===== config.mk =====
export PLATFORM = sky130hd
export DESIGN_NAME = mtbl_div
export DESIGN_NICKNAME = d
export VERILOG_FILES = /design/src/rtl/core/mtbl_pkg.sv /design/src/rtl/core/mtbl_div.sv
export SDC_FILE = /design/constraint.sdc
export NUM_CORES = 1
export LEC_CHECK = 0
export BUFFER_PORTS_ARGS = -buffer_cell sky130_fd_sc_hd__buf_4
export CAP_MARGIN = 20
export CORE_MARGIN = 8
export CORE_UTILIZATION = 52
export CTS_CLUSTER_DIAMETER = 40
export DETAILED_ROUTE_END_ITERATION = 16
export PLACE_DENSITY = 0.77
export RECOVER_POWER = 50
export SLEW_MARGIN = 30
export SYNTH_ARGS = -nofsm -noshare
export SYNTH_HDL_FRONTEND = slang
export SYNTH_SLANG_ARGS = --single-unit

===== constraint.sdc =====
create_clock -name clk -period 2.2 [get_ports clk]
set_input_delay 0.11 -clock clk [delete_from_list [all_inputs] [get_ports clk]]
set_output_delay 0.11 -clock clk [all_outputs]
set_load 0.1 [all_outputs]

===== src/rtl/core/mtbl_pkg.sv =====
`timescale 1ns / 1ps
package mtbl_pkg;

    localparam int FRAC_BITS = 7;
    localparam int FRAC_ONE  = 128;

    localparam int COORD_W = 16;            // axis bins, cells, coordinates
    localparam int FRAC_W  = 24;            // p, q and division numerator
    localparam int DEN_W   = 17;            // signed bin difference
    localparam int MAG_W   = 23;            // quotient magnitude
    localparam int OPND_W  = 25;            // shared multiplier operand
    localparam int PROD_W  = 2 * OPND_W;
    localparam int WGT_W   = 41;            // blend weight
    localparam int WLO_W   = 20;            // low slice of a weight
    localparam int ACC_W   = 62;
    localparam int MAC_STEPS = 12;

    typedef logic [1:0] op_t;
    localparam op_t OP_WRITE  = 2'd0;
    localparam op_t OP_READ   = 2'd1;
    localparam op_t OP_LOOKUP = 2'd2;

    typedef logic [1:0] region_t;
    localparam region_t RGN_CELL = 2'd0;
    localparam region_t RGN_X    = 2'd1;
    localparam region_t RGN_Y    = 2'd2;

    typedef struct packed {
        logic    rd_en;
        logic    wr_en;
        logic    wr_hi;
        region_t region;
        logic [7:0] wr_byte;
    } mem_cmd_t;

endpackage


===== src/rtl/core/mtbl_div.sv =====
`timescale 1ns / 1ps
module mtbl_div (
    input  logic                                clk,
    input  logic                                rst_n,
    input  logic                                start,
    input  logic signed [mtbl_pkg::FRAC_W-1:0]  num,
    input  logic signed [mtbl_pkg::DEN_W-1:0]   den,
    output logic                                busy,
    output logic                                done,
    output logic signed [mtbl_pkg::FRAC_W-1:0]  quo
);
    import mtbl_pkg::*;

    localparam int CNT_W = $clog2(MAG_W);

    logic [MAG_W-1:0]   quo_reg;
    logic [15:0]        rem_reg;
    logic [15:0]        den_reg;
    logic               neg_reg;
    logic [CNT_W-1:0]   cnt_reg;
    logic               busy_reg;
    logic               done_reg;

    logic [FRAC_W-1:0]  num_mag;
    logic [DEN_W-1:0]   den_mag;
    logic [16:0]        rem_sh;
    logic               ge;

    assign num_mag = num[FRAC_W-1] ? FRAC_W'(-num) : FRAC_W'(num);
    assign den_mag = den[DEN_W-1] ? DEN_W'(-den) : DEN_W'(den);
    assign rem_sh  = {rem_reg, quo_reg[MAG_W-1]};
    assign ge      = rem_sh >= {1'b0, den_reg};

    // restoring, one quotient bit per cycle on magnitudes
    always_ff @(posedge clk or negedge rst_n)
    begin
        if (!rst_n)
        begin
            busy_reg <= 1'b0;
            done_reg <= 1'b0;
            cnt_reg  <= '0;
        end
        else
        begin
            done_reg <= 1'b0;
            if (start && !busy_reg)
            begin
                busy_reg <= 1'b1;
                cnt_reg  <= CNT_W'(MAG_W - 1);
            end
            else if (busy_reg)
            begin
                cnt_reg <= cnt_reg - 1'b1;
                if (cnt_reg == '0)
                begin
                    busy_reg <= 1'b0;
                    done_reg <= 1'b1;
                end
            end
        end
    end

    always_ff @(posedge clk)
    begin
        if (start && !busy_reg)
        begin
            quo_reg <= num_mag[MAG_W-1:0];
            rem_reg <= '0;
            den_reg <= den_mag[15:0];
            neg_reg <= num[FRAC_W-1] ^ den[DEN_W-1];
        end
        else if (busy_reg)
        begin
            quo_reg <= {quo_reg[MAG_W-2:0], ge};
            rem_reg <= ge ? 16'(rem_sh - {1'b0, den_reg}) : rem_sh[15:0];
        end
    end

    assign busy = busy_reg;
    assign done = done_reg;
    assign quo  = neg_reg ? -$signed({1'b0, quo_reg}) : $signed({1'b0, quo_reg});

endmodule


Word level (Yosys, flattened, before mapping)
Index checks and enable logic that the tools add are counted.
W data, S select, Z words.
- flip-flop bits (word level): 63
- output and inout port bits: 26
- input bits: 44
- $lt $le $gt $ge: 1
- reductions and logical operators: 4
- multiplexer cells: 14
- add/subtract/negate cells: 5
- bitwise operators: 1
- operators with widths (operator ; number):
    $mux W23 ; 3
    $mux W16 ; 2
    $mux W24 ; 1
    $neg A23 Y24 ; 1
    $neg A23 Y23 ; 1
    $ge A17 B16 Y1 ; 1
    $neg A16 Y16 ; 1
    $sub A16 B16 Y16 ; 1
    $mux W5 ; 2
    $mux W1 ; 6
    $logic_not A5 Y1 ; 1
    $sub A5 B1 Y5 const B ; 1
    $reduce_bool A2 Y1 ; 1
    $logic_and A1 B1 Y1 ; 1
    $logic_not A1 Y1 ; 1
    $xor A1 B1 Y1 ; 1

Logic depth before layout (Yosys ltp)
- depth in word-level cells: 4
- depth in mapped cells: 11

Least setup slack after synthesis
No wires, ideal clock.
- path type: register to output
- start point: register quo_reg[5]
- end point: output quo[22] (netlist bit)
- stages on the path, launching flop included: 6
- arrival: 3191 ps
- setup slack: -1101 ps
- cells stage by stage: edfxtp_1 or3_1 or4_1 o21ai_2 nand2_1 xnor2_1
- longest elaborated chain between the ends: 2
- RTL lines (item ; line ; text):
    start: declaration ; mtbl_div.sv:16 ; logic [MAG_W-1:0] quo_reg;
    start signal: assignment ; mtbl_div.sv:67 ; quo_reg <= num_mag[MAG_W-1:0];
    start signal: assignment ; mtbl_div.sv:74 ; quo_reg <= {quo_reg[MAG_W-2:0], ge};
    $neg A23 Y24 ; mtbl_div.sv:81 ; assign quo = neg_reg ? -$signed({1'b0, quo_reg}) : $signed({1'b0, quo_reg});
    $mux W24 ; mtbl_div.sv:81 ;
    end: declaration ; mtbl_div.sv:10 ; output logic signed [mtbl_pkg::FRAC_W-1:0] quo
Every way passes these cells.

Worst setup path in the final report
- start point: register quo_reg[20]
- end point: output quo[22] (netlist bit)
Same word-level chain as after synthesis.

==> impl_metrics.tcl <==
set metrics [dict create \
    path_max_fanout 3 \
    fill_cells 486 \
    crit_required_ns 2.09 \
    worstSetupStartpointType "register" \
    synth_cell_types 60 \
    sw_frac_of_total_pct 51.5 \
    fin_cells 768 \
    syn-num-nets 576 \
    netSwitchingPower_mw 6.22 \
    dpl_cell_area_um2 5830 \
    hpwlAfterDp_um 9190 \
    antenna_found_initial 0 \
    via_per_inst 6.09 \
    portBuffers 69 \
    async_flop_share_pct 11.1 \
    drv_cap 0 \
    syn_area_um2 4610 \
    diodes 0 \
    drive_above_1_share_pct 41.5 \
    critical_path_class "reg2out" \
    max_slew_margin_pct 22.1 \
    routed_wl_um 15400 \
    period_needed_ns 2.65 \
    cts.sinks 63 \
    yosys_warnings 0 \
    fp.dieH_um 110 \
    clkPwrFrac_pct 7.6 \
    final_nets 721 \
    slowest_delay_ns 0.61 \
    fin_crit_sh_pct 121 \
    yosys.area.top_type "edfxtp_1" \
    ios 70 \
    drt_iter0_drc 379 \
    overflow 0 \
    cts-buffers-inserted 9 \
    cp.arrival_ns 2.54 \
    critPathSlowestCell "nor4_1" \
    p_comb_share_pct 72.4 \
    tightestPinTransition_ns 1.17 \
    detail-route-antenna-nets 0 \
    skew_ns 0.0157 \
    syn_area_per_cell_um2 9.04 \
    clk_pin_slew_ns 0.07 \
    largest_reg_flops 23 \
    synth.most_common_cell "nand2_1" \
    start_util_pct 53.1 \
    fin_tns_setup_ns -7.39 \
    num_rows 34 \
    peakVddDrop_mv 2.00 \
    cts_tree "built" \
    rsz0062_at_grt "yes" \
    ys.flop_type "edfxtp_1" \
    final_cell_area_um2 6910 \
    worst_slack_ns -0.452 \
    drc 0 \
    netlist_instances 510 \
    die_w_um 110 \
    ys_seq_area_share_pct 36.8 \
    worst_setup_path_end_kind "output pin" \
    grt_usage_pct 22.0 \
    timing.final.max_slew_violations 0 \
    vias 4677 \
    multi_input_area_um2 3460 \
    path_cells "nor4_1, nand2b_1, o21ai_0, nand2_2, xnor2_2, buf_6" \
    synth-edff-count 40 \
    coreArea_um2 8680 \
    grt_pass1_vias 4441 \
    status "finished with violations" \
    setup_violations 33 \
    gp_congestion 0.895 \
    grt_pass1_wl_um 21100 \
    p_per_area_nw_per_um2 1750 \
    power.internal_mw 5.85 \
    dr.pass1.iters 5 \
    p_leak_nw 2.86 \
    ys_ff_latch 63 \
    crit_buf_inv 1 \
    total_power_mw 12.1 \
    insertion_delay_ns 0.36 \
    cts-htree-levels 3 \
    finalHoldViolations 0 \
    wire_per_inst_um 20.1 \
    dieArea_um2 12100 \
    fmax_mhz 377 \
    clockRootBuffer "clkbuf_8" \
    hold_path.class "in2reg" \
    clock_path_buffers 2 \
    regArea_um2 1700 \
    ys_top_cells_by_count "79 x nand2_1, 42 x xnor2_1, 41 x o21ai_0" \
    place_inst 728 \
    crit_family "simple AND/OR/NAND/NOR gates" \
    grt_max_degree 47 \
    area_growth_pct 49.9 \
    yosys.area.top_type_share_pct 26.1 \
    synth_top_cells_by_area "edfxtp_1 26%, xnor2_1 8.0%, dfxtp_1 6.9%, nand2_1 6.4%, ha_1 5.7%" \
    seqPwrFrac_pct 20.0 \
    violations "negative setup slack" \
]
[logic make-up after synthesis]
| group | after synthesis | synth area share, % |
|---|---|---|
| AO/OA/AOI/OAI | 131 | 20.0 |
| XOR/XNOR | 72 | 13.7 |
| adder cells (fa/ha/maj) | 22 | 6.13 |
| buffers and inverters | 52 | 4.56 |
| flip-flops | 63 | 36.8 |
| multiplexers | 4 | 0.977 |
| AND/OR/NAND/NOR | 166 | 17.9 |
[routing by layer]
layer,global-route usage [%],share of wire [%],up-vias
li1,-,-,2130
met1,27.9,40,2223
met2,36.5,48,262
met3,4.13,7.5,62
met4,7.99,4.0,0
met5,0,0,-
[power groups by stage]
stage	Clock, mW	Combinational [mW]	Sequential [mW]
final	0.912	8.74	2.41
after global routing	0.950	9.15	2.45
after CTS	0.883	7.51	2.31
after detailed placement	0	6.78	2.31
after global placement	0	6.60	2.29
after floorplan	0	4.81	2.34
[cells in the final DEF (no fill, tap or decap), types with 4 or more instances in the layout]
| master | netlist | routed |
|---|---|---|
| o31ai_4 | 0 | 4 |
| o21ai_4 | 0 | 4 |
| a21oi_1 | 19 | 8 |
| o31ai_2 | 1 | 4 |
| buf_6 | 1 | 16 |
| o41ai_4 | 2 | 4 |
| clkbuf_1 | 13 | 9 |
| dfxtp_1 | 16 | 16 |
| xnor2_2 | 0 | 11 |
| buf_4 | 1 | 111 |
| or3_4 | 4 | 5 |
| and3_1 | 7 | 5 |
| nand2b_1 | 9 | 8 |
| o211ai_1 | 9 | 9 |
| buf_8 | 0 | 5 |
| ha_4 | 0 | 9 |
| o21ai_1 | 9 | 9 |
| nor2_1 | 15 | 13 |
| nor3_1 | 10 | 9 |
| xnor2_4 | 0 | 4 |
| nand3_1 | 13 | 10 |
| buf_12 | 0 | 9 |
| a21oi_2 | 0 | 9 |
| xor2_1 | 30 | 26 |
| o21ai_0 | 41 | 35 |
| nand2_1 | 79 | 73 |
| xnor2_1 | 42 | 27 |
| edfxtp_1 | 40 | 40 |
| or4_1 | 7 | 4 |
| inv_2 | 0 | 8 |
| dfrtp_1 | 7 | 6 |
| o31ai_1 | 12 | 5 |
| clkbuf_8 | 0 | 9 |
| ha_1 | 21 | 9 |
| inv_1 | 33 | 25 |
| or4_4 | 1 | 4 |
[path summary, 6_finish.rpt]
path / startpoint / end / slack, ns / depth (start not counted)
setup reg to reg: den_reg[1] / rem_reg[4] / -0.20 / 11
setup / recovery: quo_reg[20] / quo[22] / -0.45 / 6
min in group asynchronous: rst_n / cnt_reg[3] / 0.20 / 2
hold / removal: den[15] / den_reg[15] / 0.07 / 2
max in group asynchronous: rst_n / busy / 1.70 / 2
hold reg to reg: cnt_reg[4] / done / 0.51 / 1
[metrics by stage]
stage	hold slack (ns)	worst slack, ns	util (%)
2_1_floorplan	-0.186	-0.409	-
3_3_place_gp	-0.0732	-0.0743	67.2
3_5_place_dp	-0.0730	-0.146	67.2
4_1_cts	0.0574	-0.358	74.3
5_1_grt	0.0631	-0.501	79.6
6_report	0.0655	-0.452	79.6
[repair_timing]
action	4_1_cts	5_1_grt
hold buffers	3	0
endpoints found under the hold margin	9	0
buffers inserted	11	11
resized for setup	85	79
pin swaps	14	25
setup endpoints to repair	30	34
gates cloned	0	1
[cell type report]
class	count	area share [%]
inverters	33	1.79
flip-flops and latches	63	24.6
well taps	108	1.96
clock buffers	12	1.96
clock inverters	4	0.326
repair buffers	153	19.3
multi-input cells	395	50.1
[worst reg2reg max path: cells and delay by family, from the launching register on]
kind	cells	cell delay, ns
buffers and inverters	3	0.38
AOI/OAI and AO/OA	5	0.97
DFF	1	0.40
and+or+nand+nor	2	0.25
adders and majority gates	1	0.32
No activity file was read; power rests on OpenSTA's default activity.
